==> src/sv/xoshiro256ss_generator_defines.svh <==
// ----------------------------------------------------------------------------
// xoshiro256ss_generator_defines.svh
// Assertion macros shared by the generator's RTL files.
// ----------------------------------------------------------------------------
`ifndef XOSHIRO256SS_GENERATOR_DEFINES_SVH
`define XOSHIRO256SS_GENERATOR_DEFINES_SVH

`ifndef SYNTHESIS
// Same-cycle implication, checked on every clock edge outside reset.
`define XSS_ASSERT_IMPL(lbl, ante, cons, msg) \
  lbl: assert property (@(posedge clk_i) disable iff (!rst_ni) (ante) |-> (cons)) \
    else $error(msg);
// Next-cycle implication, checked on every clock edge outside reset.
`define XSS_ASSERT_NEXT(lbl, ante, cons, msg) \
  lbl: assert property (@(posedge clk_i) disable iff (!rst_ni) (ante) |=> (cons)) \
    else $error(msg);
`else
`define XSS_ASSERT_IMPL(lbl, ante, cons, msg)
`define XSS_ASSERT_NEXT(lbl, ante, cons, msg)
`endif

`endif

==> src/sv/xss_pkg.sv <==
// ----------------------------------------------------------------------------
// xss_pkg
// Shared types and constants of the xoshiro256** generator.
// ----------------------------------------------------------------------------
`default_nettype none

package xss_pkg;

  localparam int unsigned WordW = 64;
  localparam int unsigned NumWords = 4;
  localparam int unsigned WordIdxW = $clog2(NumWords);

  // SplitMix64 constants.
  localparam logic [WordW-1:0] GoldenStep = 64'h9e3779b97f4a7c15;
  localparam logic [WordW-1:0] MixMulA = 64'hbf58476d1ce4e5b9;
  localparam logic [WordW-1:0] MixMulB = 64'h94d049bb133111eb;
  localparam int unsigned MixShiftA = 30;
  localparam int unsigned MixShiftB = 27;
  localparam int unsigned MixShiftC = 31;

  // xoshiro256** constants.
  localparam int unsigned UpdShift = 17;
  localparam int unsigned UpdRot = 45;
  localparam int unsigned OutRot = 7;

  // Shared multiplier: one digit of the factor per cycle.
  localparam int unsigned MulDigitW = 16;
  localparam int unsigned MulSteps = WordW / MulDigitW;
  localparam int unsigned MulCntW = $clog2(MulSteps);
  localparam int unsigned MulProdW = WordW + MulDigitW;

  // Command codes.
  localparam logic CmdDraw = 1'b0;
  localparam logic CmdSeed = 1'b1;

  typedef struct packed {
    logic             command;
    logic [WordW-1:0] seed_value;
  } cmd_t;

  typedef struct packed {
    logic [WordW-1:0] random_word;
  } rnd_t;

  typedef struct packed {
    logic             start;
    logic [WordW-1:0] operand;
    logic [WordW-1:0] factor;
  } mul_req_t;

  typedef struct packed {
    logic             busy;
    logic             done;
    logic [WordW-1:0] product;
  } mul_rsp_t;

endpackage

`default_nettype wire

==> src/sv/xss_stream_if.sv <==
// ----------------------------------------------------------------------------
// xss_stream_if
// Valid/ready channel that carries one item of a given payload type.
// ----------------------------------------------------------------------------
`default_nettype none

interface xss_stream_if #(
  parameter type payload_t = logic
);

  logic     valid;
  logic     ready;
  payload_t payload;

  modport source (output valid, output payload, input ready);
  modport sink (input valid, input payload, output ready);

endinterface

`default_nettype wire

==> src/sv/xss_mul.sv <==
// ----------------------------------------------------------------------------
// xss_mul
// Iterative 64-bit multiplier, product modulo 2^64, one 16-bit digit of the
// factor per cycle.
// ----------------------------------------------------------------------------
`default_nettype none

`include "xoshiro256ss_generator_defines.svh"

module xss_mul (
  input  wire logic              clk_i,
  input  wire logic              rst_ni,
  input  wire xss_pkg::mul_req_t req_i,
  output xss_pkg::mul_rsp_t      rsp_o
);

  localparam logic [xss_pkg::MulCntW-1:0] LastStep =
    xss_pkg::MulCntW'(xss_pkg::MulSteps - 1);

  logic                        busy_q;
  logic                        done_q;
  logic [xss_pkg::MulCntW-1:0] cnt_q;
  logic [xss_pkg::WordW-1:0]   opa_q;
  logic [xss_pkg::WordW-1:0]   fac_q;
  logic [xss_pkg::WordW-1:0]   acc_q;
  logic [xss_pkg::WordW-1:0]   acc_d;
  logic [xss_pkg::MulProdW-1:0] part;

  // The operand moves up one digit per step while the factor moves down,
  // so each partial product lands at its proper weight.
  assign part = xss_pkg::MulProdW'(opa_q) *
                xss_pkg::MulProdW'(fac_q[xss_pkg::MulDigitW-1:0]);
  assign acc_d = acc_q + part[xss_pkg::WordW-1:0];

  always_ff @(posedge clk_i or negedge rst_ni) begin
    if (!rst_ni) begin
      busy_q <= 1'b0;
      done_q <= 1'b0;
      cnt_q  <= '0;
    end else if (req_i.start) begin
      busy_q <= 1'b1;
      done_q <= 1'b0;
      cnt_q  <= '0;
    end else if (busy_q) begin
      cnt_q <= cnt_q + 1'b1;
      if (cnt_q == LastStep) begin
        busy_q <= 1'b0;
        done_q <= 1'b1;
      end
    end else begin
      done_q <= 1'b0;
    end
  end

  always_ff @(posedge clk_i) begin
    if (req_i.start) begin
      opa_q <= req_i.operand;
      fac_q <= req_i.factor;
      acc_q <= '0;
    end else if (busy_q) begin
      opa_q <= opa_q << xss_pkg::MulDigitW;
      fac_q <= fac_q >> xss_pkg::MulDigitW;
      acc_q <= acc_d;
    end
  end

  assign rsp_o.busy    = busy_q;
  assign rsp_o.done    = done_q;
  assign rsp_o.product = acc_q;

  `XSS_ASSERT_IMPL(a_no_restart, req_i.start, !busy_q, "multiplier restarted while busy")
  `XSS_ASSERT_NEXT(a_done_pulse, done_q, !done_q, "done held longer than one cycle")
  `XSS_ASSERT_NEXT(a_done_after_last, busy_q && (cnt_q == LastStep) && !req_i.start,
                   done_q && !busy_q, "no done after the last step")

endmodule

`default_nettype wire

==> src/sv/xoshiro256ss_generator.sv <==
// ----------------------------------------------------------------------------
// xoshiro256ss_generator
// xoshiro256** pseudo-random word generator with SplitMix64 seeding.
// ----------------------------------------------------------------------------
//
//   Channel  Dir  Payload                         Handshake
//   cmd_i    in   command (1b), seed_value (64b)  valid/ready
//   rnd_o    out  random_word (64b)               valid/ready
//
// In a draw item, the accept cycle forms s1*5; then, in StDraw, the block
// forms rotl(s1*5,7)*9, advances the state and loads the output register.
// A seed item runs eight 64-bit multiplies by the SplitMix64 constants on
// the shared digit-serial multiplier. No result is given for a seed item.
// Reset clears the four state words, so draws before the first seed give 0.
// A draw waits in StDraw while the output register holds a result
// that has not been taken; a seed item can be taken while a result waits.
// ----------------------------------------------------------------------------
`default_nettype none

`include "xoshiro256ss_generator_defines.svh"

module xoshiro256ss_generator (
  input wire logic   clk_i,
  input wire logic   rst_ni,
  xss_stream_if.sink   cmd_i,
  xss_stream_if.source rnd_o
);

  // Sequencer states.
  localparam logic [1:0] StIdle = 2'd0;
  localparam logic [1:0] StDraw = 2'd1;
  localparam logic [1:0] StMixA = 2'd2;
  localparam logic [1:0] StMixB = 2'd3;

  localparam logic [xss_pkg::WordIdxW-1:0] LastWord =
    xss_pkg::WordIdxW'(xss_pkg::NumWords - 1);

  localparam int unsigned W = xss_pkg::WordW;

  logic [1:0] state_q, state_d;

  // Generator state words.
  logic [xss_pkg::NumWords-1:0][W-1:0] words_q, words_d;

  // Seeding: running SplitMix64 sum and the index of the word being built.
  logic [W-1:0]                 sum_q, sum_d;
  logic [xss_pkg::WordIdxW-1:0] idx_q, idx_d;

  // Draw: s1*5 held from the accept cycle of a draw into StDraw.
  logic [W-1:0] times5_q, times5_d;

  // Output register.
  logic         out_valid_q, out_valid_d;
  logic [W-1:0] out_word_q, out_word_d;

  xss_pkg::mul_req_t mul_req;
  xss_pkg::mul_rsp_t mul_rsp;

  logic         accept;
  logic         out_free;
  logic [W-1:0] sum_next;
  logic [W-1:0] mix_b_in;
  logic [W-1:0] mix_out;
  logic [W-1:0] rot7;

  // Draw update terms.
  logic [W-1:0] s0, s1, s2, s3;
  logic [W-1:0] n0, n1, n2, n3;

  xss_mul u_mul (
    .clk_i  (clk_i),
    .rst_ni (rst_ni),
    .req_i  (mul_req),
    .rsp_o  (mul_rsp)
  );

  assign cmd_i.ready = (state_q == StIdle);
  assign accept      = cmd_i.valid && cmd_i.ready;
  assign out_free    = !out_valid_q || rnd_o.ready;

  assign s0 = words_q[0];
  assign s1 = words_q[1];
  assign s2 = words_q[2];
  assign s3 = words_q[3];

  // xoshiro256 state advance, written as one set of xors per word.
  assign n2 = s2 ^ s0;
  assign n3 = s3 ^ s1;
  assign n1 = s1 ^ n2;
  assign n0 = s0 ^ n3;

  // Scrambler: rotl(s1*5, 7)*9 with both multiplies as shift-adds.
  assign rot7 = {times5_q[W-1-xss_pkg::OutRot:0], times5_q[W-1:W-xss_pkg::OutRot]};

  // SplitMix64 mixing steps around the two multiplies.
  assign mix_b_in = mul_rsp.product ^ (mul_rsp.product >> xss_pkg::MixShiftB);
  assign mix_out  = mul_rsp.product ^ (mul_rsp.product >> xss_pkg::MixShiftC);

  // The sum for the next word: the seed plus the step in idle, else the running sum plus the step.
  assign sum_next = (state_q == StIdle) ? cmd_i.payload.seed_value + xss_pkg::GoldenStep
                                        : sum_q + xss_pkg::GoldenStep;

  always_comb begin
    state_d     = state_q;
    words_d     = words_q;
    sum_d       = sum_q;
    idx_d       = idx_q;
    times5_d    = times5_q;
    out_valid_d = out_valid_q && !rnd_o.ready;
    out_word_d  = out_word_q;

    mul_req.start   = 1'b0;
    mul_req.operand = sum_next ^ (sum_next >> xss_pkg::MixShiftA);
    mul_req.factor  = xss_pkg::MixMulA;

    case (state_q)
      StIdle: begin
        if (accept) begin
          if (cmd_i.payload.command == xss_pkg::CmdSeed) begin
            // First word: start (z ^ z>>30) * A right away.
            sum_d         = sum_next;
            idx_d         = '0;
            mul_req.start = 1'b1;
            state_d       = StMixA;
          end else begin
            times5_d = s1 + (s1 << 2);
            state_d  = StDraw;
          end
        end
      end
      StDraw: begin
        if (out_free) begin
          out_word_d  = rot7 + (rot7 << 3);
          out_valid_d = 1'b1;
          words_d[0]  = n0;
          words_d[1]  = n1;
          words_d[2]  = n2 ^ (s1 << xss_pkg::UpdShift);
          words_d[3]  = {n3[W-1-xss_pkg::UpdRot:0], n3[W-1:W-xss_pkg::UpdRot]};
          state_d     = StIdle;
        end
      end
      StMixA: begin
        if (mul_rsp.done) begin
          mul_req.start   = 1'b1;
          mul_req.operand = mix_b_in;
          mul_req.factor  = xss_pkg::MixMulB;
          state_d         = StMixB;
        end
      end
      StMixB: begin
        if (mul_rsp.done) begin
          words_d[idx_q] = mix_out;
          if (idx_q == LastWord) begin
            state_d = StIdle;
          end else begin
            // Next word: advance the sum and start its first multiply.
            sum_d         = sum_next;
            idx_d         = idx_q + 1'b1;
            mul_req.start = 1'b1;
            state_d       = StMixA;
          end
        end
      end
      default: begin
        state_d = StIdle;
      end
    endcase
  end

  always_ff @(posedge clk_i or negedge rst_ni) begin
    if (!rst_ni) begin
      state_q     <= StIdle;
      words_q     <= '0;
      out_valid_q <= 1'b0;
    end else begin
      state_q     <= state_d;
      words_q     <= words_d;
      out_valid_q <= out_valid_d;
    end
  end

  always_ff @(posedge clk_i) begin
    sum_q      <= sum_d;
    idx_q      <= idx_d;
    times5_q   <= times5_d;
    out_word_q <= out_word_d;
  end

  assign rnd_o.valid               = out_valid_q;
  assign rnd_o.payload.random_word = out_word_q;

  `XSS_ASSERT_NEXT(a_draw_stall, (state_q == StDraw) && out_valid_q && !rnd_o.ready,
                   (state_q == StDraw) && $stable(words_q), "draw advanced while output full")
  `XSS_ASSERT_IMPL(a_mul_idle_when_ready, state_q == StIdle, !mul_rsp.busy && !mul_rsp.done,
                   "multiplier active while the sequencer is idle")
  `XSS_ASSERT_NEXT(a_seed_ends, (state_q == StMixB) && mul_rsp.done && (idx_q == LastWord),
                   state_q == StIdle, "seeding did not end after the last word")

endmodule

`default_nettype wire

==> src/flat_wrapper.sv <==
// flat-port wrapper written by rule: the top's interface ports become plain ports
module xoshiro256ss_generator_flat 
  (clk_i, rst_ni, cmd_i_valid, cmd_i_payload, cmd_i_ready, rnd_o_valid, rnd_o_payload, rnd_o_ready);
  xss_stream_if #(.payload_t(xss_pkg::cmd_t)) cmd_i_i ();
  xss_stream_if #(.payload_t(xss_pkg::rnd_t)) rnd_o_i ();
  input wire logic clk_i;
  input wire logic rst_ni;
  input wire logic [$bits(cmd_i_i.valid)-1:0] cmd_i_valid;
  input wire logic [$bits(cmd_i_i.payload)-1:0] cmd_i_payload;
  output wire logic [$bits(cmd_i_i.ready)-1:0] cmd_i_ready;
  output wire logic [$bits(rnd_o_i.valid)-1:0] rnd_o_valid;
  output wire logic [$bits(rnd_o_i.payload)-1:0] rnd_o_payload;
  input wire logic [$bits(rnd_o_i.ready)-1:0] rnd_o_ready;
  assign cmd_i_i.valid = cmd_i_valid;
  assign cmd_i_i.payload = cmd_i_payload;
  assign cmd_i_ready = cmd_i_i.ready;
  assign rnd_o_valid = rnd_o_i.valid;
  assign rnd_o_payload = rnd_o_i.payload;
  assign rnd_o_i.ready = rnd_o_ready;
  xoshiro256ss_generator u_core (.clk_i(clk_i), .rst_ni(rst_ni), .cmd_i(cmd_i_i), .rnd_o(rnd_o_i));
endmodule
==> config.mk <==
export PLATFORM = sky130hd
export DESIGN_NAME = xoshiro256ss_generator_flat
export DESIGN_NICKNAME = d
export VERILOG_FILES = /design/src/sv/xss_pkg.sv /design/src/sv/xss_stream_if.sv /design/src/sv/xss_mul.sv /design/src/sv/xoshiro256ss_generator.sv /design/src/flat_wrapper.sv
export VERILOG_INCLUDE_DIRS = /design/src /design/src/sv
export SDC_FILE = /design/constraint.sdc
export NUM_CORES = 2
export LEC_CHECK = 0
export BUFFER_PORTS_ARGS = -buffer_cell sky130_fd_sc_hd__clkbuf_2
export CAP_MARGIN = 40
export CORE_UTILIZATION = 43
export CTS_BUF_LIST = sky130_fd_sc_hd__clkbuf_16
export DETAILED_ROUTE_END_ITERATION = 10
export GPL_ROUTABILITY_DRIVEN = 0
export GPL_TIMING_DRIVEN = 0
export HOLD_SLACK_MARGIN = 0.08
export PLACE_DENSITY = 0.58
export SLEW_MARGIN = 20
export SYNTH_ARGS = -nofsm -noshare
export SYNTH_HDL_FRONTEND = slang
export SYNTH_HIERARCHICAL = 1
export SYNTH_SLANG_ARGS = --single-unit
export TNS_END_PERCENT = 10
==> constraint.sdc <==
create_clock -name clk_i -period 7.6 [get_ports clk_i]
set_input_delay 1.14 -clock clk_i [delete_from_list [all_inputs] [get_ports clk_i]]
set_output_delay 1.14 -clock clk_i [all_outputs]
set_load 0.02 [all_outputs]
==> qor.csv <==
stage;metric;value;unit
synthesis;ys_warn_count;6;
cts;clk_pin_slew;0.06;ns
sta;worst_pin_slew;1.06;ns
global_route;grt_pass1_vias;58000;
routing;drtPass1Iterations;7;
worst_setup_path;startpoint_type;register;
synthesis;synth_cells;7602;
sta;fin_skew;0.0386;ns
cts;cts_max_level;3;
floorplan;core;159000;µm²
floorplan;die_x;402;µm
run;drv_cap;0;
worst_setup_path;r2r_setup_slack;-0.05;ns
sta;maxSlewViolCount;0;
cts;hold_buffers;0;
worst_setup_path;slowest_stage;clkbuf_1;
worst_setup_path;cp.arrival;8.22;ns
worst_hold_path;hp-class;primary input to async pin;
cts;cts_tree;built;
synthesis;synth_area;68900;µm²
global_route;antenna_found_initial;14;
routing;drt_iter0_drc;6500;
place;dp_slack;-0.957;ns
final_layout;drive_above_1_share;8.47;%
global_route;grt.overflow.total;0;
run_status;status;complete, but fails checks;
sta;fmax;0.131;GHz
worst_setup_path;cp.required;8.16;ns
routing;viasPerCell;5.75;
sta;finalWorstSetupSlack;-0.0549;ns
final_layout;layout_commonest_cell;inv_1;
cts;clock_path_buffers;3;
floorplan;fp.dieH;402;µm
worst_setup_path;critPathMaxStageDelay;0.71;ns
final_layout;most-common-layout-cells;inv_1 (1,216), nand2_1 (1,084), fa_1 (816);
global_route;grt_max_degree;77;
worst_setup_path;r2r_cells;22;
cts;cts_buffers;75;
run_status;violations;negative setup slack;
worst_setup_path;endpoint_kind;register;
floorplan;start_util;43.4;%
routing;post_drt_wl_per_cell;25.2;µm
routing;drc;0;
sta;rsz0062_at_grt;true;
sta;fin_crit;7.65;ns
worst_setup_path;path_cells;buf_12 -> clkbuf_1 -> and2_1 -> fa_1 -> fa_1 -> fa_1 -> fa_1 -> fa_1 -> inv_1 -> fa_1 -> inv_1 -> ha_1 -> buf_2 -> nand2_1 -> or3_1 -> a211o_1 -> a211oi_4 -> o21ai_1 -> a211o_1 -> a21oi_2 -> o21ai_0 -> a32o_1;
sta;maxSlewHeadroom;29.0;%
final_layout;n_fill_cell;15200;
cts;clk_latency;0.70;ns
routing;ant_nets;0;
sta;final-hold-violation-count;0;
worst_setup_path;worst_r2r_startpoint;u_core/u_mul/fac_q[15]$_DFFE_PP_;
final_layout;synthToLayoutAreaGrowth;11.0;%
global_route;grt_use_total;31.3;%
cts;clock_tree.root_cell;clkbuf_16;
cts;cts_sinks;649;
place;portBuffers;134;
worst_setup_path;cp_common_cell;fa_1;
routing;vias;58100;
floorplan;dieArea;162000;µm²
synthesis;synth_area_per_cell;9.06;µm²
routing;finalWirelength;254;mm
final_layout;nNetsFinal;9082;
sta;setup_viol;1;
worst_setup_path;worstReg2RegEnd;u_core/u_mul/acc_q[40]$_SDFFE_PP0P_;
worst_setup_path;path_max_fanout;10;
floorplan;row_count;146;
sta;finalCritPeriodShare;101;%
place;dp_hpwl;203;mm
global_route;grt_pass1_wl;377;mm
worst_setup_path;criticalPathCategory;register to register;
floorplan;ios;135;
[layout make-up]
| type | count | area, µm² | share of cell area (%) |
|---|---|---|---|
| Antenna cell | 7 | 17.5 | 0.0229 |
| Buffer | 426 | 1880 | 2.46 |
| Clock buffer | 75 | 1880 | 2.45 |
| Clock inverter | 61 | 508 | 0.664 |
| Inverter | 1199 | 4500 | 5.89 |
| Multi-Input combinational cell | 5354 | 45400 | 59.3 |
| Sequential cell | 649 | 17500 | 22.9 |
| Tap cell | 2072 | 2590 | 3.39 |
| Timing Repair Buffer | 265 | 2180 | 2.85 |
[worst max-delay path, delay by kind of cell, from the launching register on]
family,cells,cell delay (ns)
flip-flops,1,0.39
buffers and inverters,5,1.17
AND/OR/NAND/NOR,3,0.84
adder cells (fa/ha/maj),7,3.24
AO/OA/AOI/OAI,7,1.87
[worst max-delay path by stage]
stage                                              start                             endpoint  cells after the start
finish                  u_core/u_mul/fac_q[15]$_DFFE_PP_  u_core/u_mul/acc_q[40]$_SDFFE_PP0P_                     22
global route            u_core/u_mul/opa_q[27]$_DFFE_PP_  u_core/u_mul/acc_q[62]$_SDFFE_PP0P_                     25
CTS                 u_core/u_mul/opa_q[15]$_SDFFCE_PN0P_  u_core/u_mul/acc_q[62]$_SDFFE_PP0P_                     23
detailed placement      u_core/u_mul/fac_q[14]$_DFFE_PP_  u_core/u_mul/acc_q[63]$_SDFFE_PP0P_                     22
global placement           u_core/state_q[1]$_DFFE_PN0P_           u_core/sum_q[22]$_DFFE_PP_                      7
floorplan                  u_core/state_q[1]$_DFFE_PN0P_        u_core/idx_q[0]$_SDFFCE_PN0P_                      7
[per-layer routing]
metal / share of wire (%) / up-vias / global-route usage (%)
met2: 45 / 3131 / 48.7
met5: 0.024 / - / 0
met1: 39 / 28900 / 40.2
met4: 6.5 / 4 / 17.8
li1: - / 25500 / -
met3: 9.4 / 672 / 6.80
[state kept, by name, indices dropped and copies added, names as in the netlist]
signal and cells:
u_core/rnd_o.payload 64, u_core/s0 64, u_core/s1 64, u_core/s2 64, u_core/s3 64, u_core/sum_q 64, u_core/times5_q 64, u_core/u_mul/acc_q 64
u_core/u_mul/fac_q 64, u_core/u_mul/opa_q 64, u_core/idx_q 2, u_core/state_q 2, u_core/u_mul/cnt_q 2, u_core/rnd_o.valid 1, u_core/u_mul/busy_q 1, u_core/u_mul/done_q 1
[stage by stage]
step           cells  util, %  setup TNS (ns)  instance area (µm²)  hold WS (ns)
3_5_place_dp    9911     46.1          -10.65                73200         0.512
3_3_place_gp    9839     45.5         -842.26                72200         0.507
2_1_floorplan   7633        -               0                69000         0.433
6_report       10100     48.2         -0.0549                76400         0.479
4_1_cts        10100     47.8         -0.0178                76000         0.492
5_1_grt        10100     48.1          -0.102                76400         0.524
[what timing repair did]
item                       CTS  global route
hold endpoints to repair     0             0
resized for setup           78            76
setup endpoints to repair   28            22
pin swaps                    1             3
buffers inserted            20            32
Power is not shown: default switching activity piles up to over one toggle a cycle in this logic, so the estimate is an artifact.
